$ cat src/hdl/ccs_pkg.sv
// ----------------------------------------------------------------------------
// ccs_pkg: shared types and constants of the comment stripper
// Character codes, word formats of the item and result queues, and helpers
// that build result words.
// ----------------------------------------------------------------------------
package ccs_pkg;

	// Longest raw string delimiter and width of the line counter
	localparam int MAX_DELIM  = 16;
	localparam int LINE_BITS  = 24;
	localparam int OUT_LINE_W = 24;

	// Look-back window over raw input: delimiter plus paren; the closing quote is the current word
	localparam int WIN_LEN = MAX_DELIM + 1;
	localparam int DLEN_W  = $clog2(MAX_DELIM + 1);
	localparam int BODY_MAX = MAX_DELIM + 2;
	localparam int BODY_W   = $clog2(BODY_MAX + 1);

	// Queue sizes (powers of two)
	localparam int IQ_DEPTH = 2;
	localparam int IQ_PTR_W = $clog2(IQ_DEPTH);
	localparam int IQ_CNT_W = $clog2(IQ_DEPTH + 1);
	localparam int OQ_DEPTH = 4;
	localparam int OQ_PTR_W = $clog2(OQ_DEPTH);
	localparam int OQ_CNT_W = $clog2(OQ_DEPTH + 1);

	// Character codes
	localparam logic [7:0] CH_SLASH  = 8'h2F;
	localparam logic [7:0] CH_STAR   = 8'h2A;
	localparam logic [7:0] CH_DQUOTE = 8'h22;
	localparam logic [7:0] CH_SQUOTE = 8'h27;
	localparam logic [7:0] CH_BSLASH = 8'h5C;
	localparam logic [7:0] CH_LPAREN = 8'h28;
	localparam logic [7:0] CH_RPAREN = 8'h29;
	localparam logic [7:0] CH_NL     = 8'h0A;
	localparam logic [7:0] CH_TAB    = 8'h09;
	localparam logic [7:0] CH_VT     = 8'h0B;
	localparam logic [7:0] CH_FF     = 8'h0C;
	localparam logic [7:0] CH_CR     = 8'h0D;
	localparam logic [7:0] CH_SPACE  = 8'h20;
	localparam logic [7:0] CH_UNDER  = 8'h5F;
	localparam logic [7:0] CH_R      = 8'h52;
	localparam logic [7:0] CH_LOW_U  = 8'h75;
	localparam logic [7:0] CH_UP_U   = 8'h55;
	localparam logic [7:0] CH_L      = 8'h4C;
	localparam logic [7:0] CH_8      = 8'h38;

	typedef enum logic [1:0] {
		KIND_BYTE  = 2'd0,
		KIND_DONE  = 2'd1,
		KIND_ERROR = 2'd2
	} kind_t;

	typedef enum logic [1:0] {
		ERR_BLOCK = 2'd0,
		ERR_DELIM = 2'd1,
		ERR_RAW   = 2'd2,
		ERR_LIT   = 2'd3
	} err_t;

	// Classified input word
	typedef struct packed {
		logic       eof;
		logic [7:0] data;
		logic       ident;
		logic       bad_delim;
	} item_t;

	typedef struct packed {
		logic  valid;
		item_t item;
	} iq_out_t;

	// Result word
	typedef struct packed {
		kind_t                 kind;
		logic [7:0]            data;
		err_t                  code;
		logic [OUT_LINE_W-1:0] line;
		logic                  last;
	} res_t;

	// Up to two result words written per cycle
	typedef struct packed {
		logic v0;
		logic v1;
		res_t r0;
		res_t r1;
	} oq_wr_t;

	typedef struct packed {
		logic                room;
		logic [OQ_CNT_W-1:0] count;
	} oq_stat_t;

	function automatic logic [OUT_LINE_W-1:0] sat_line(input logic [LINE_BITS-1:0] v);
		logic [31:0] w;
		w = 32'(v);
		if (w > 32'(OUT_LINE_W'('1)))
			return '1;
		return w[OUT_LINE_W-1:0];
	endfunction

	function automatic res_t byte_res(input logic [7:0] b);
		res_t r;
		r      = '0;
		r.kind = KIND_BYTE;
		r.data = b;
		return r;
	endfunction

	function automatic res_t done_res();
		res_t r;
		r      = '0;
		r.kind = KIND_DONE;
		return r;
	endfunction

	function automatic res_t err_res(input err_t c, input logic [LINE_BITS-1:0] ln);
		res_t r;
		r      = '0;
		r.kind = KIND_ERROR;
		r.code = c;
		r.line = sat_line(ln);
		return r;
	endfunction

endpackage

$ cat src/hdl/c_comment_stripper.sv
// Order: a pushed word is registered in the input queue; the scanner takes it once
//   the result queue has room and registers its result words there, and empty falls.
// Throughput: one input word per cycle while the result queue has room; a word
//   that yields two results takes two pops to drain at the result side.
// Reset: arst_n clears both queues and the scanner state at once; no clearing
//   pass. The delimiter store holds garbage until a raw string writes it.
// ----------------------------------------------------------------------------
// c_comment_stripper: streaming C/C++ comment removal
// Front tags incoming source words and queues them, the scanner strips
// comments and tracks literals and raw strings, and a result queue buffers
// up to two result words per scanned word.
// ----------------------------------------------------------------------------
module c_comment_stripper (
	input  logic        clk,
	input  logic        arst_n,
	input  logic        push,
	output logic        full,
	input  logic        action,
	input  logic [7:0]  in_byte,
	output logic        empty,
	input  logic        pop,
	output logic [1:0]  result_kind,
	output logic [7:0]  out_byte,
	output logic [1:0]  error_code,
	output logic [23:0] error_line,
	output logic        last_of_run
);
	import ccs_pkg::*;

	iq_out_t  iq;
	logic     take;
	oq_wr_t   oq_wr;
	oq_stat_t oq_stat;
	res_t     head;

	// Accept and classify source words
	ccs_front u_front (
		.clk     (clk),
		.arst_n  (arst_n),
		.push    (push),
		.full    (full),
		.action  (action),
		.in_byte (in_byte),
		.take    (take),
		.iq      (iq)
	);

	// Scan one word per cycle; stall while the result queue lacks room for two
	ccs_back u_back (
		.clk    (clk),
		.arst_n (arst_n),
		.iq     (iq),
		.take   (take),
		.oq     (oq_stat),
		.wr     (oq_wr)
	);

	// Hold result words until popped
	ccs_outq u_outq (
		.clk    (clk),
		.arst_n (arst_n),
		.wr     (oq_wr),
		.pop    (pop),
		.empty  (empty),
		.head   (head),
		.stat   (oq_stat)
	);

	assign result_kind = head.kind;
	assign out_byte    = head.data;
	assign error_code  = head.code;
	assign error_line  = head.line;
	assign last_of_run = head.last;

	// Finish and error words always close their run
	a_status_last: assert property (@(posedge clk) disable iff (!arst_n)
		(!empty && (result_kind == KIND_DONE || result_kind == KIND_ERROR)) |-> last_of_run)
		else $error("finish or error word without last_of_run");

	// Result queue never overfills
	a_oq_bound: assert property (@(posedge clk) disable iff (!arst_n)
		oq_stat.count <= OQ_CNT_W'(OQ_DEPTH))
		else $error("result queue overflow");

	// Scanner advances only with room for two result words
	a_take_room: assert property (@(posedge clk) disable iff (!arst_n)
		take |-> oq_stat.room)
		else $error("scanner advanced without result queue room");

	// Input queue fills only after an accepted push
	a_full_rise: assert property (@(posedge clk) disable iff (!arst_n)
		$rose(full) |-> $past(push && !full))
		else $error("input queue filled without a push");

endmodule

$ cat src/hdl/ccs_front.sv
// ----------------------------------------------------------------------------
// ccs_front: input side of the comment stripper
// Accepts source words, tags identifier and bad-delimiter characters, and
// holds them in a short queue for the scanner.
// ----------------------------------------------------------------------------
module ccs_front (
	input  logic             clk,
	input  logic             arst_n,
	input  logic             push,
	output logic             full,
	input  logic             action,
	input  logic [7:0]       in_byte,
	input  logic             take,
	output ccs_pkg::iq_out_t iq
);
	import ccs_pkg::*;

	item_t               mem_q [IQ_DEPTH];
	logic [IQ_PTR_W-1:0] wr_ptr_q;
	logic [IQ_PTR_W-1:0] rd_ptr_q;
	logic [IQ_CNT_W-1:0] cnt_q;
	logic                do_push;
	logic                do_pop;
	item_t               cls;

	function automatic logic is_ident(input logic [7:0] b);
		return (b >= 8'h30 && b <= 8'h39) || (b >= 8'h61 && b <= 8'h7A) ||
			(b >= 8'h41 && b <= 8'h5A) || b == CH_UNDER;
	endfunction

	always_comb begin
		cls.eof       = action;
		cls.data      = in_byte;
		cls.ident     = is_ident(in_byte);
		cls.bad_delim = in_byte == CH_RPAREN || in_byte == CH_BSLASH ||
			in_byte == CH_SPACE || in_byte == CH_TAB || in_byte == CH_NL ||
			in_byte == CH_VT || in_byte == CH_FF || in_byte == CH_CR;
	end

	assign full     = cnt_q == IQ_CNT_W'(IQ_DEPTH);
	assign do_push  = push && !full;
	assign iq.valid = cnt_q != '0;
	assign iq.item  = mem_q[rd_ptr_q];
	assign do_pop   = take && iq.valid;

	always_ff @(posedge clk) begin
		if (do_push)
			mem_q[wr_ptr_q] <= cls;
	end

	always_ff @(posedge clk or negedge arst_n) begin
		if (!arst_n) begin
			wr_ptr_q <= '0;
			rd_ptr_q <= '0;
			cnt_q    <= '0;
		end else begin
			if (do_push)
				wr_ptr_q <= wr_ptr_q + IQ_PTR_W'(1);
			if (do_pop)
				rd_ptr_q <= rd_ptr_q + IQ_PTR_W'(1);
			cnt_q <= cnt_q + IQ_CNT_W'(do_push) - IQ_CNT_W'(do_pop);
		end
	end

endmodule

$ cat src/hdl/ccs_back.sv
// ----------------------------------------------------------------------------
// ccs_back: scanner of the comment stripper
// Runs the comment, literal and raw string state machine on one word per cycle
// while the result queue has room, and writes up to two result words into it.
// ----------------------------------------------------------------------------
module ccs_back (
	input  logic              clk,
	input  logic              arst_n,
	input  ccs_pkg::iq_out_t  iq,
	output logic              take,
	input  ccs_pkg::oq_stat_t oq,
	output ccs_pkg::oq_wr_t   wr
);
	import ccs_pkg::*;

	typedef enum logic [8:0] {
		M_NORMAL    = 9'b000000001,
		M_SLASH     = 9'b000000010,
		M_LINE      = 9'b000000100,
		M_BLOCK     = 9'b000001000,
		M_LIT       = 9'b000010000,
		M_LIT_ESC   = 9'b000100000,
		M_RAW_DELIM = 9'b001000000,
		M_RAW_BODY  = 9'b010000000,
		M_HALT      = 9'b100000000
	} mode_t;

	mode_t                mode_q, mode_d;
	logic                 star_q, star_d;
	logic                 dbl_q, dbl_d;
	logic [LINE_BITS-1:0] line_q, line_d;
	logic [LINE_BITS-1:0] open_q, open_d;
	logic [2:0]           run_q, run_d;
	logic [7:0]           first_q, first_d;
	logic [7:0]           second_q, second_d;
	logic [7:0]           prev_q, prev_d;
	logic [DLEN_W-1:0]    dlen_q, dlen_d;
	logic [BODY_W-1:0]    body_q, body_d;
	logic [7:0]           win_q [WIN_LEN];
	logic [7:0]           dsh_q [MAX_DELIM];
	logic                 dsh_we;

	logic                 fire;
	item_t                it;
	logic [7:0]           b;
	logic                 raw_ok;
	logic                 use_norm;
	logic                 norm_second;
	logic                 delim_match;
	logic                 raw_close;
	logic [BODY_W-1:0]    body_inc;
	logic [7:0]           quote_ch;
	res_t                 nres;

	assign fire = iq.valid && oq.room;
	assign take = fire;
	assign it   = iq.item;
	assign b    = it.data;

	// Raw prefix: the run ends in R, and holds none, u, U, L or u8 before it
	always_comb begin
		raw_ok = 1'b0;
		if (prev_q == CH_R) begin
			case (run_q)
				3'd1: raw_ok = 1'b1;
				3'd2: raw_ok = first_q == CH_LOW_U || first_q == CH_UP_U || first_q == CH_L;
				3'd3: raw_ok = first_q == CH_LOW_U && second_q == CH_8;
				default: raw_ok = 1'b0;
			endcase
		end
	end

	// Closing match against the window before this word shifts in
	always_comb begin
		delim_match = 1'b1;
		for (int j = 0; j < MAX_DELIM; j++)
			delim_match = delim_match && ((DLEN_W'(j) >= dlen_q) || (win_q[j] == dsh_q[j]));
	end

	assign body_inc  = (body_q < BODY_W'(BODY_MAX)) ? body_q + BODY_W'(1) : body_q;
	assign raw_close = b == CH_DQUOTE && win_q[dlen_q] == CH_RPAREN && delim_match &&
		body_inc >= BODY_W'(dlen_q) + BODY_W'(2);
	assign quote_ch  = dbl_q ? CH_DQUOTE : CH_SQUOTE;
	assign nres      = byte_res(b);

	always_comb begin
		mode_d      = mode_q;
		star_d      = star_q;
		dbl_d       = dbl_q;
		line_d      = line_q;
		open_d      = open_q;
		run_d       = run_q;
		first_d     = first_q;
		second_d    = second_q;
		prev_d      = prev_q;
		dlen_d      = dlen_q;
		body_d      = body_q;
		dsh_we      = 1'b0;
		use_norm    = 1'b0;
		norm_second = 1'b0;
		wr          = '0;

		if (it.eof) begin
			case (mode_q)
				M_SLASH: begin
					wr.v0 = 1'b1;
					wr.r0 = byte_res(CH_SLASH);
					wr.v1 = 1'b1;
					wr.r1 = done_res();
				end
				M_NORMAL, M_LINE: begin
					wr.v0 = 1'b1;
					wr.r0 = done_res();
				end
				M_BLOCK: begin
					wr.v0 = 1'b1;
					wr.r0 = err_res(ERR_BLOCK, open_q);
				end
				M_RAW_DELIM: begin
					wr.v0 = 1'b1;
					wr.r0 = err_res(ERR_DELIM, open_q);
				end
				M_RAW_BODY: begin
					wr.v0 = 1'b1;
					wr.r0 = err_res(ERR_RAW, open_q);
				end
				M_LIT, M_LIT_ESC: begin
					wr.v0 = 1'b1;
					wr.r0 = err_res(ERR_LIT, open_q);
				end
				default: ;
			endcase
			// Back to reset state for the next stream
			mode_d   = M_NORMAL;
			star_d   = 1'b0;
			dbl_d    = 1'b0;
			line_d   = LINE_BITS'(1);
			open_d   = LINE_BITS'(1);
			run_d    = '0;
			first_d  = '0;
			second_d = '0;
			prev_d   = '0;
			dlen_d   = '0;
			body_d   = '0;
		end else begin
			case (mode_q)
				M_NORMAL: use_norm = 1'b1;
				M_SLASH: begin
					if (b == CH_SLASH) begin
						mode_d = M_LINE;
					end else if (b == CH_STAR) begin
						open_d = line_q;
						star_d = 1'b0;
						mode_d = M_BLOCK;
					end else begin
						wr.v0       = 1'b1;
						wr.r0       = byte_res(CH_SLASH);
						use_norm    = 1'b1;
						norm_second = 1'b1;
					end
				end
				M_LINE: begin
					if (b == CH_NL) begin
						mode_d = M_NORMAL;
						wr.v0  = 1'b1;
						wr.r0  = nres;
					end
				end
				M_BLOCK: begin
					if (star_q && b == CH_SLASH) begin
						mode_d = M_NORMAL;
						wr.v0  = 1'b1;
						wr.r0  = byte_res(CH_SPACE);
					end else begin
						star_d = b == CH_STAR;
					end
				end
				M_LIT: begin
					if (b == CH_BSLASH) begin
						wr.v0  = 1'b1;
						wr.r0  = nres;
						mode_d = M_LIT_ESC;
					end else if (b == quote_ch) begin
						wr.v0  = 1'b1;
						wr.r0  = nres;
						mode_d = M_NORMAL;
					end else if (b == CH_NL) begin
						wr.v0  = 1'b1;
						wr.r0  = err_res(ERR_LIT, open_q);
						mode_d = M_HALT;
					end else begin
						wr.v0 = 1'b1;
						wr.r0 = nres;
					end
				end
				M_LIT_ESC: begin
					wr.v0  = 1'b1;
					wr.r0  = nres;
					mode_d = M_LIT;
				end
				M_RAW_DELIM: begin
					if (b == CH_LPAREN) begin
						body_d = '0;
						mode_d = M_RAW_BODY;
						wr.v0  = 1'b1;
						wr.r0  = nres;
					end else if (it.bad_delim || dlen_q >= DLEN_W'(MAX_DELIM)) begin
						wr.v0  = 1'b1;
						wr.r0  = err_res(ERR_DELIM, open_q);
						mode_d = M_HALT;
					end else begin
						dsh_we = 1'b1;
						dlen_d = dlen_q + DLEN_W'(1);
						wr.v0  = 1'b1;
						wr.r0  = nres;
					end
				end
				M_RAW_BODY: begin
					wr.v0  = 1'b1;
					wr.r0  = nres;
					body_d = body_inc;
					if (raw_close)
						mode_d = M_NORMAL;
				end
				default: ;
			endcase

			// Plain text handling, also for the word after a lone slash
			if (use_norm) begin
				if (b == CH_SLASH) begin
					mode_d = M_SLASH;
				end else begin
					if (b == CH_DQUOTE && raw_ok) begin
						open_d = line_q;
						dlen_d = '0;
						mode_d = M_RAW_DELIM;
					end else if (b == CH_DQUOTE || b == CH_SQUOTE) begin
						open_d = line_q;
						dbl_d  = b == CH_DQUOTE;
						mode_d = M_LIT;
					end else begin
						mode_d = M_NORMAL;
					end
					if (norm_second) begin
						wr.v1 = 1'b1;
						wr.r1 = nres;
					end else begin
						wr.v0 = 1'b1;
						wr.r0 = nres;
					end
				end
			end

			// Track lines and the identifier run ahead of a possible raw prefix
			if (b == CH_NL && line_q != '1)
				line_d = line_q + LINE_BITS'(1);
			if (it.ident) begin
				if (run_q == 3'd0)
					first_d = b;
				else if (run_q == 3'd1)
					second_d = b;
				if (run_q != 3'd7)
					run_d = run_q + 3'd1;
			end else begin
				run_d = '0;
			end
			prev_d = b;
		end

		if (wr.v1)
			wr.r1.last = 1'b1;
		else
			wr.r0.last = wr.v0;

		if (!fire) begin
			wr.v0 = 1'b0;
			wr.v1 = 1'b0;
		end
	end

	// Window and delimiter shift lines, newest first
	always_ff @(posedge clk or negedge arst_n) begin
		if (!arst_n) begin
			for (int k = 0; k < WIN_LEN; k++)
				win_q[k] <= '0;
		end else if (fire && !it.eof) begin
			win_q[0] <= b;
			for (int k = 1; k < WIN_LEN; k++)
				win_q[k] <= win_q[k-1];
		end
	end

	always_ff @(posedge clk) begin
		if (fire && dsh_we) begin
			dsh_q[0] <= b;
			for (int k = 1; k < MAX_DELIM; k++)
				dsh_q[k] <= dsh_q[k-1];
		end
	end

	always_ff @(posedge clk or negedge arst_n) begin
		if (!arst_n) begin
			mode_q   <= M_NORMAL;
			star_q   <= 1'b0;
			dbl_q    <= 1'b0;
			line_q   <= LINE_BITS'(1);
			open_q   <= LINE_BITS'(1);
			run_q    <= '0;
			first_q  <= '0;
			second_q <= '0;
			prev_q   <= '0;
			dlen_q   <= '0;
			body_q   <= '0;
		end else if (fire) begin
			mode_q   <= mode_d;
			star_q   <= star_d;
			dbl_q    <= dbl_d;
			line_q   <= line_d;
			open_q   <= open_d;
			run_q    <= run_d;
			first_q  <= first_d;
			second_q <= second_d;
			prev_q   <= prev_d;
			dlen_q   <= dlen_d;
			body_q   <= body_d;
		end
	end

endmodule

$ cat src/hdl/ccs_outq.sv
// ----------------------------------------------------------------------------
// ccs_outq: result queue of the comment stripper
// Takes up to two result words a cycle and hands out the oldest one.
// ----------------------------------------------------------------------------
module ccs_outq (
	input  logic              clk,
	input  logic              arst_n,
	input  ccs_pkg::oq_wr_t   wr,
	input  logic              pop,
	output logic              empty,
	output ccs_pkg::res_t     head,
	output ccs_pkg::oq_stat_t stat
);
	import ccs_pkg::*;

	res_t                mem_q [OQ_DEPTH];
	logic [OQ_PTR_W-1:0] wr_ptr_q;
	logic [OQ_PTR_W-1:0] wr_ptr1;
	logic [OQ_PTR_W-1:0] rd_ptr_q;
	logic [OQ_CNT_W-1:0] cnt_q;
	logic                do_pop;
	logic [1:0]          n_wr;

	assign empty      = cnt_q == '0;
	assign head       = mem_q[rd_ptr_q];
	assign do_pop     = pop && !empty;
	assign wr_ptr1    = wr_ptr_q + OQ_PTR_W'(1);
	assign n_wr       = 2'(wr.v0) + 2'(wr.v1);
	assign stat.room  = cnt_q <= OQ_CNT_W'(OQ_DEPTH - 2);
	assign stat.count = cnt_q;

	always_ff @(posedge clk) begin
		if (wr.v0)
			mem_q[wr_ptr_q] <= wr.r0;
		if (wr.v1)
			mem_q[wr_ptr1] <= wr.r1;
	end

	always_ff @(posedge clk or negedge arst_n) begin
		if (!arst_n) begin
			wr_ptr_q <= '0;
			rd_ptr_q <= '0;
			cnt_q    <= '0;
		end else begin
			wr_ptr_q <= wr_ptr_q + OQ_PTR_W'(n_wr);
			if (do_pop)
				rd_ptr_q <= rd_ptr_q + OQ_PTR_W'(1);
			cnt_q <= cnt_q + OQ_CNT_W'(n_wr) - OQ_CNT_W'(do_pop);
		end
	end

endmodule

$ cat config.mk
export PLATFORM = sky130hd
export DESIGN_NAME = c_comment_stripper
export DESIGN_NICKNAME = d
export VERILOG_FILES = /design/src/hdl/ccs_pkg.sv /design/src/hdl/c_comment_stripper.sv /design/src/hdl/ccs_front.sv /design/src/hdl/ccs_back.sv /design/src/hdl/ccs_outq.sv
export SDC_FILE = /design/constraint.sdc
export NUM_CORES = 1
export LEC_CHECK = 0
export BUFFER_PORTS_ARGS = -buffer_cell sky130_fd_sc_hd__buf_2
export CELL_PAD_IN_SITES_DETAIL_PLACEMENT = 1
export CELL_PAD_IN_SITES_GLOBAL_PLACEMENT = 1
export CORE_MARGIN = 4
export CORE_UTILIZATION = 51
export DETAILED_ROUTE_END_ITERATION = 8
export PLACE_DENSITY_LB_ADDON = 0.1
export SYNTH_ARGS = -nofsm -noshare
export SYNTH_HDL_FRONTEND = slang
export SYNTH_SLANG_ARGS = --single-unit
export TNS_END_PERCENT = 50
$ cat constraint.sdc
create_clock -name clk -period 9.9 [get_ports clk]
set_input_delay 0.99 -clock clk [delete_from_list [all_inputs] [get_ports clk]]
set_output_delay 0.99 -clock clk [all_outputs]
set_load 0.01 [all_outputs]
After elaboration in Yosys (flattened, before gate mapping)

Memories as Yosys holds them, arrays and structs flattened.
Cells that the tools add are included.
Widths: inputs -> output; s select.

Order comparisons: 27
Add/subtract/negate cells: 15
Multiplexer cells: 109
Equality and inequality tests: 67
Bitwise gates (word level): 1
Reductions and logical operators: 89

Operators with widths:

| cell                  | number |
|---|---|
| $pmux 37 s6           | 2 |
| $mux 37               | 7 |
| $mux 24               | 10 |
| $mux 76               | 3 |
| $eq 8x8->1            | 17 |
| $mux 9                | 14 |
| $mux 8                | 10 |
| $eq 8x6->1 const B    | 9 |
| $mux 35               | 2 |
| $mux 33               | 2 |
| $pmux 9 s7            | 1 |
| $eq 8x7->1 const B    | 7 |
| $mux 5                | 11 |
| $eq 8x4->1 const B    | 6 |
| $bmux 8 s5            | 1 |
| $ge 4x5->1 const A    | 8 |
| $mux 36               | 1 |
| $mux 1                | 35 |
| $logic_and 1x1->1     | 31 |
| $logic_or 1x1->1      | 30 |
| $add 24x1->24 const B | 1 |
| $ne 24x24->1 const B  | 1 |
| $ge 3x5->1 const A    | 4 |
| $ge 8x7->1 const B    | 2 |
| other kinds (59)      | 93 |

Input port bits: 13
Memories kept: 3
RAM bits: 298
Flip-flop bits (word level): 243
Output and inout bits: 39
Word-level logic and storage cells: 345

Memories:

| memory        | words | bits a word | rd ports | clocked after Yosys merged registers in | wr ports | RTL line        | text |
|---|---|---|---|---|---|---|---|
| u_outq.mem_q  | 4     | 37          | 1        | 0                                       | 2        | ccs_outq.sv:16  | `res_t mem_q [OQ_DEPTH];` |
| u_back.dsh_q  | 16    | 8           | 16       | 0                                       | 16       | ccs_back.sv:40  | `logic [7:0] dsh_q [MAX_DELIM];` |
| u_front.mem_q | 2     | 11          | 1        | 0                                       | 1        | ccs_front.sv:18 | `item_t mem_q [IQ_DEPTH];` |

Longest topological paths before layout

Gate-level depths: netlist of the first run.
An unclocked memory read counts as a cell.

Depth after elaboration: 24
Gate-level depth with buffers: 14
Gate-level depth less buffers: 12

Cells and area by module

Synthesis of the first run repeated with hierarchy kept, for this count alone.

Cells, all modules: 2,201
Area, all modules: 26,176.4 µm²

By module, submodules not included:

| module    | seq. area each (µm²) | area an instance (µm²) | times used | cells each |
|---|---|---|---|---|
| ccs_back  | 9,653.0              | 17,381.7               | 1          | 1,730 |
| ccs_outq  | 4,619.4              | 7,678.6                | 1          | 399 |
| ccs_front | 760.7                | 1,116.1                | 1          | 72 |

Least setup slack after synthesis of the first run

No wires, ideal clock.

Kind: register to register
Start point: register u_back.mode_q[1]
End point: register u_back.dlen_q[0]
Period minus slack after synthesis: 8,047 ps
Arrival time: 7,943 ps
Buffers on the path: 1
Cell stages (with the launch flop): 7
Setup time: 105 ps
Data required time: 9,795 ps
Slack: 1,853 ps
Cell sequence: dfrtp_1 > or3_1 > clkbuf_1 > nor4_1 > nand3_1 > nor2_1 > mux2_2

Word-level cells in the longest chain between the ends: 6
Elaborated cells on any way between the ends: 10
Those cells by class: eq/ne: 3; mux: 7

Ends and longest elaborated chain:

| element                | RTL line        | text |
|---|---|---|
| start, declared        | ccs_back.sv:28  | `mode_t mode_q, mode_d;` |
| start signal, assigned | ccs_back.sv:315 | `mode_q <= mode_d;` |
| $eq 9x7->1             | ccs_back.sv:146 | `case (mode_q)` |
| $mux 5                 | ccs_back.sv:146 |  |
| $mux 5                 | ccs_back.sv:233 | `if (b == CH_DQUOTE && raw_ok) begin` |
| $mux 5                 | ccs_back.sv:230 | `if (b == CH_SLASH) begin` |
| $mux 5 *               | ccs_back.sv:229 | `if (use_norm) begin` |
| $mux 5 *               | ccs_back.sv:103 | `if (it.eof) begin` |
| end signal, assigned   | ccs_back.sv:324 | `dlen_q <= dlen_d;` |
| end, declared          | ccs_back.sv:37  | `logic [DLEN_W-1:0] dlen_q, dlen_d;` |

Mark *: on every way between the ends. The rest lies on a longest branch, timed or not. The select of a mux whose other input is x is not followed.
A chain may end at the register's enable or synchronous reset.

==> flow_summary.yaml, run 1 <==
run_status:
  status: "complete, no violations"
sta:
  fin_crit_ns: 5.338
  hold_violations: 0
  fin_worst_skew_ns: 0.03002
  setup_viol: 0
  max_freq_mhz: 187.3
  final_max_slew_viol_count: 0
  grt_setup_unrepaired: "false"
  fin_tns_setup_ns: 0
  fin_crit_sh_pct: 53.92
  maxSlewHeadroom_pct: 14.59
  worst_slew_pin_slew_ns: 1.280
layout:
  multi_input_area_sq_um: 9448
  layout_common_cells: "nand2_1, dfrtp_1, edfxtp_1, a22o_1, dfxtp_1"
  stdcell_area_sq_um: 26650
  antenna_cells: 0
  nets: 2185
  syn2layout_area_growth_pct: 11.29
  layout_commonest_cell: "nand2_1"
  utilization_pct: 57.36
  drive_gt1_share_pct: 11.36
  fill_cells: 4859
  regArea_sq_um: 13960
job:
  cap_violations: 0
yosys:
  ys_top_cells_by_area: "dfrtp_1, edfxtp_1, dfxtp_1, nand2_1, a22o_1"
  ys_warn_count: 0
  yosysTopAreaCellShare_pct: 25.08
  ys.flop_type: "dfrtp_1"
  async_flop_share_pct: 44.92
  synth_area_sq_um: 23940
  ys_seq_elements: 541
  synth_area_leader_cell: "dfrtp_1"
  synth.distinct_cells: 85
  syn_inst: 2114
  syn_nets: 2156
  yosysSeqAreaShare_pct: 58.28
  synth-edff-count: 190
  syn_area_per_cell_sq_um: 11.33
routing:
  drt_pre_antenna_iters: 5
  num_vias: 17040
  drc_errors: 0
  routedWlPerCell_um: 23.97
  ant_nets: 0
  avgViaCountPerCell: 6.088
  drt_wl_total_um: 67100
  drt-initial-drc-count: 1358
cts:
  clock-root-buffer: "clkbuf_16"
  cts_buffers: 57
  htree_levels: 2
  clockBufferDepth: 3
  cts_resized: 0
  clk_pin_slew_ns: 0.06
  clock_latency_ns: 0.63
  clkSinkCount: 541
  ctsHoldBuffers: 0
  cts_tree: "done"
  cts_setup_buffers: 0
power_and_ir_drop:
  comb_power_share_pct: 24.4
  power.switching_mw: 2.376
  power_density_nw_per_um2: 257.3
  ir_drop_uv: 195.8
  internal-power_mw: 4.481
  switching_share_pct: 34.66
  pwr-share-seq_pct: 43.9
  p_leak_nw: 11.06
  pwr-share-clk_pct: 31.8
floorplanning:
  rows: 79
  die_w_um: 224.7
  dieArea_sq_um: 50470
  start_util_pct: 51.54
  ios: 52
  fp.dieH_um: 224.7
  coreArea_sq_um: 46460
setup_path:
  arrival_ns: 5.58
  critical_path_class: "reg2reg"
  required_ns: 10.14
  worst_setup_path_end_kind: "flop"
  cp_max_fo: 27
  crit_path_start_kind: "flop"
global_routing:
  grt_antenna_before_repair: 0
  grt_overflow_total: 0
  grt_pass1_vias: 18250
  gr-usage-all-layers_pct: 26.59
  grt_pass1_wl_um: 106100
  grt_max_degree: 118
placed_design:
  place_area_sq_um: 24740
  place.gp.congestion: 0.8823
  port_buffers: 51
  place_hpwl_um: 44940
hold_path:
  hold_path.class: "in2async"
[routing by layer]
metal	global-route usage, %	vias to the layer above	share of wire [%]
met1	35.42	8812	42
met2	45.98	426	50
met3	3.811	129	4.7
li1	-	7674	-
met5	0	-	0
met4	7.490	0	2.5
[path summary, 6_finish.rpt]
kind                                     start                  end  slack (ns)  cells after the start
setup / recovery              u_front.rd_ptr_q  u_outq.mem_q[3][33]        4.56                      8
hold / removal                          arst_n     u_back.win_q[12]        0.47                      1
setup reg to reg              u_front.rd_ptr_q  u_outq.mem_q[3][33]        4.56                      8
hold reg to reg            u_back.dsh_q[1][13]  u_back.dsh_q[1][21]        0.47                      0
max in group asynchronous               arst_n    u_back.line_q[21]        7.92                      2
min in group clk           u_back.dsh_q[1][13]  u_back.dsh_q[1][21]        0.47                      0
[flip-flops by register name, indices dropped and copies added, names as in the netlist, 3 cells and up]
| name | cells |
|---|---|
| u_outq.cnt_q | 3 |
| u_front.mem_q | 22 |
| u_back.prev_q | 8 |
| u_back.run_q | 3 |
| u_back.line_q | 24 |
| u_back.body_q | 5 |
| u_back.mode_q | 9 |
| u_outq.mem_q | 148 |
| u_back.first_q | 8 |
| u_back.win_q | 136 |
| u_back.open_q | 24 |
| u_back.dsh_q | 128 |
| u_back.second_q | 8 |
| u_back.dlen_q | 5 |
[logic make-up after synthesis]
kind of cell | Yosys count | synth area share (%)
compound gates | 363 | 11.14
xor+xnor | 165 | 6.036
fa+ha+maj | 30 | 1.589
buf+inv | 144 | 2.404
flops | 541 | 58.28
mux | 73 | 5.242
simple gates | 798 | 15.31
[cells in the mapped netlist (all sizes together) (8+ instances only)]
cell type  number
xnor2          93
nand2b         10
mux4           40
o21ai          70
a21boi          8
nand2         475
o22ai          32
o211ai         10
nand3          39
nand4          30
inv            42
and3           13
nor2b          12
buf            27
nor2           83
xor2           72
nor3b           9
a22o          125
nor4           37
clkbuf         74
mux2           19
dfxtp         108
nor3           26
a21oi          38
dfrtp         240
ha             28
mux2i          14
a22oi           8
nor4b          11
edfxtp        190
and2            8
[through the flow]
step	worst slack [ns]	hold WS [ns]	power (mW)	instances
floorplan	1.853	0.4209	4.088	2114
global placement	4.868	0.4279	4.638	2691
detailed placement	4.724	0.4427	4.710	2691
CTS	4.666	0.4685	6.903	2799
global route	4.154	0.4792	7.209	2799
finish	4.562	0.4667	6.857	2799
[critical path: stages, from the launching register on]
cell,delay [ns]
dfrtp_1,1.01
or4b_1,0.54
a21oi_1,0.60
o21a_1,0.26
nand2b_1,0.41
nand2_1,0.29
nand3_1,0.35
and2_1,0.98
inv_1,0.50
[power groups by stage]
stage | Combinational, mW | Clock (mW) | Sequential (mW)
4_1_cts | 1.69 | 2.21 | 3.00
3_5_place_dp | 1.67 | 0 | 3.04
5_1_grt | 1.85 | 2.31 | 3.05
2_1_floorplan | 1.25 | 0 | 2.84
6_report | 1.67 | 2.18 | 3.01
3_3_place_gp | 1.61 | 0 | 3.02
[area by class of cell]
type | instances | share of cell area (%)
inverters | 43 | 0.6057
well taps | 607 | 2.850
flip-flops and latches | 541 | 52.38
repair buffers | 71 | 1.559
clock inverters | 21 | 0.8405
multi-input cells | 1429 | 35.46
clock buffers | 87 | 6.311
(Power assumes the default switching activity.)
==> run 2: changes to the inputs <==
--- a/config.mk
+++ b/config.mk
@@ -5,11 +5,12 @@
 export SDC_FILE = /design/constraint.sdc
 export NUM_CORES = 1
 export LEC_CHECK = 0
+export ABC_AREA = 1
 export BUFFER_PORTS_ARGS = -buffer_cell sky130_fd_sc_hd__buf_2
 export CELL_PAD_IN_SITES_DETAIL_PLACEMENT = 1
 export CELL_PAD_IN_SITES_GLOBAL_PLACEMENT = 1
 export CORE_MARGIN = 4
-export CORE_UTILIZATION = 51
+export CORE_UTILIZATION = 44
 export DETAILED_ROUTE_END_ITERATION = 8
 export PLACE_DENSITY_LB_ADDON = 0.1
 export SYNTH_ARGS = -nofsm -noshare
==> constraint.sdc (replaced) <==
create_clock -name clk -period 4.8 [get_ports clk]
set_input_delay 0.48 -clock clk [delete_from_list [all_inputs] [get_ports clk]]
set_output_delay 0.48 -clock clk [all_outputs]
set_load 0.01 [all_outputs]
==> flow_summary.yaml, run 2 <==
yosys:
  yosysMostFrequentCell: "nand2_1"
  synth_area_leader_cell: "dfrtp_1"
  yosysTopAreaCellShare_pct: 22.92
  async_flop_share_pct: 44.92
  synth.distinct_cells: 60
  synth_common_cells: "nand2_1, nor2_1, o21ai_0"
  syn_nets: 3140
  syn_area_per_cell_sq_um: 8.458
  synth-edff-count: 190
  ys_seq_elements: 541
  ys_warn_count: 0
  synth_area_sq_um: 26200
  ys_top_cells_by_area: "dfrtp_1, edfxtp_1, nand2_1, dfxtp_1, o21ai_0"
  yosysSeqAreaShare_pct: 53.25
  ys.flop_type: "dfrtp_1"
  syn_inst: 3098
cts:
  cts_tree: "done"
  cts_buffers: 60
  clkSinkCount: 541
  clockBufferDepth: 3
  cts_setup_buffers: 0
  clock-root-buffer: "clkbuf_16"
  clk_pin_slew_ns: 0.06
  clock_latency_ns: 0.64
  cts_resized: 0
  htree_levels: 2
setup_path:
  crit_path_start_kind: "flop"
  slowest_stage: "dfrtp_1"
  critical_path_class: "reg2reg"
  critical_path.max_stage_delay_ns: 0.77
  cp_max_fo: 17
  crit_chain: "inv_4 > nand2_1 > nand2_2 > inv_1 > nand2_1 > nor2_4 > nand2_1 > clkinv_1 > nand2_2 > nand2_4 > inv_2 > nand3_4 > nand2_8 > inv_6 > ha_1 > inv_1 > ha_1 > fa_1 > xnor2_1 > xor2_1"
  crit_top_cell: "nand2_1"
  arrival_ns: 4.31
  cp_top_family: "simple AND/OR/NAND/NOR gates"
  cp.buffers_inverters: 6
  required_ns: 5.35
  worst_setup_path_end_kind: "flop"
global_routing:
  grt_antenna_before_repair: 1
  grt_pass1_wl_um: 130500
  grt_overflow_total: 0
  grt_max_degree: 213
  gr-usage-all-layers_pct: 25.67
  grt_pass1_vias: 23300
layout:
  fill_cells: 7019
  nets: 3160
  largestRegisters: "u_outq.mem_q x148, u_back.win_q x136, u_back.dsh_q x128"
  layout_common_cells: "nand2_1, nor2_1, o21ai_0, inv_1, dfrtp_1"
  syn2layout_area_growth_pct: 11.49
  largest_register_ffs: 148
  max_flop_register: "u_outq.mem_q"
  utilization_pct: 49.50
  layout_commonest_cell: "nand2_1"
  regArea_sq_um: 13950
  drive_gt1_share_pct: 8.457
  antenna_cells: 0
  multi_input_area_sq_um: 10410
sta:
  maxSlewHeadroom_pct: 24.01
  fin_crit_sh_pct: 78.30
  fin_tns_setup_ns: 0
  worst_slew_pin_slew_ns: 1.136
  grt_setup_unrepaired: "false"
  max_freq_mhz: 266.1
  final_max_slew_viol_count: 0
  setup_viol: 0
  fin_crit_ns: 3.758
  hold_violations: 0
  fin_worst_skew_ns: 0.02171
placed_design:
  place.gp.congestion: 0.8722
  place_hpwl_um: 54720
  port_buffers: 51
routing:
  drt_wl_total_um: 81600
  num_vias: 21660
  drt-initial-drc-count: 1316
  drt_pre_antenna_iters: 5
  ant_nets: 0
  routedWlPerCell_um: 20.70
  avgViaCountPerCell: 5.494
  drc_errors: 0
floorplanning:
  fp.dieH_um: 252.0
  die_w_um: 252.0
  ios: 52
  coreArea_sq_um: 59020
  start_util_pct: 44.39
  dieArea_sq_um: 63520
  rows: 89
hold_path:
  hold_path.class: "in2reg"
power_and_ir_drop:
  p_leak_nw: 12.37
  ir_drop_uv: 660.2
  power_density_nw_per_um2: 591.1
run_status:
  status: "complete, no violations"
job:
  cap_violations: 0
==> run 2: changes by cell type after synthesis, sizes merged, moves of 31 or more <==
cell,change
a21oi,+33
a22o,-125
inv,+293
mux4,-40
nand2,+184
nand3,+89
nand4,+39
nor2,+342
nor4,-31
o21ai,+369
xor2,-44
==> run 2: stage by stage <==
step,setup slack [ns],std cells,hold slack [ns],power [mW],instance area [sq um]
5_1_grt,0.7564,3942,0.01789,18.42,29210
3_3_place_gp,1.232,3828,0.4497,12.35,27180
3_5_place_dp,1.054,3828,0.4564,12.61,27180
6_report,1.042,3942,0.04604,17.27,29210
4_1_cts,1.030,3942,0.004681,17.44,29210
2_1_floorplan,0.8256,3098,0.1844,10.46,26210
==> run 2: path summary, 6_finish.rpt <==
check	to	start	cells past startpoint	slack, ns
min	u_front.mem_q[1][10]	action	1	0.05
max	u_outq.cnt_q[2]	u_front.rd_ptr_q	20	1.04
min in group asynchronous	u_back.win_q[95]	arst_n	2	0.51
max in group asynchronous	u_back.line_q[8]	arst_n	3	3.03
min reg2reg	u_outq.mem_q[2][9]	u_outq.mem_q[2][9]	2	0.46
max reg2reg	u_outq.cnt_q[2]	u_front.rd_ptr_q	20	1.04
==> run 2: metal layers <==
metal | vias to the layer above | GRT usage [%] | part of all wire (%) | routed length (um)
met5 | - | 0 | 0.013 | 11
met4 | 2 | 7.377 | 2.7 | 2239
met3 | 121 | 3.051 | 3.6 | 2929
met2 | 386 | 45.11 | 50 | 40510
met1 | 10950 | 33.62 | 44 | 35910
li1 | 10200 | - | - | -
==> run 2: what timing repair did <==
| action | in CTS | in global routing |
|---|---|---|
| endpoints found under the setup margin | 0 | 0 |
| endpoints found under the hold margin | 100 | 0 |
| hold buffers | 1 | 0 |
==> run 2: cells by family (layout without fill, tap and decap cells) <==
group                      Yosys count  in the layout  share of synthesized area [%]
AOI/OAI and AO/OA                  587            587                          11.98
and+or+nand+nor                   1343           1343                          21.87
muxes                                1              1                        0.03820
adders and majority gates           29             29                          1.414
DFF                                541            541                          53.25
xor gates and xnor gates           128            128                          4.279
buffers and inverters              469            540                          7.168
==> run 2: power breakdown <==
| part | switching, mW | internal (mW) | leakage [nW] |
|---|---|---|---|
| logic | 4.12 | 1.77 | 5.48 |
| registers | 0.749 | 5.89 | 5.90 |
| clock network | 1.96 | 2.78 | 0.989 |
==> run 2: layout make-up <==
cell class                      count  share of cell area [%]
Sequential cell                   541                   47.76
Multi-Input combinational cell   2088                   35.63
Clock buffer                       78                   5.611
Inverter                          339                   4.386
Tap cell                          773                   3.311
Timing Repair Buffer               88                   1.996
Clock inverter                     35                   1.298
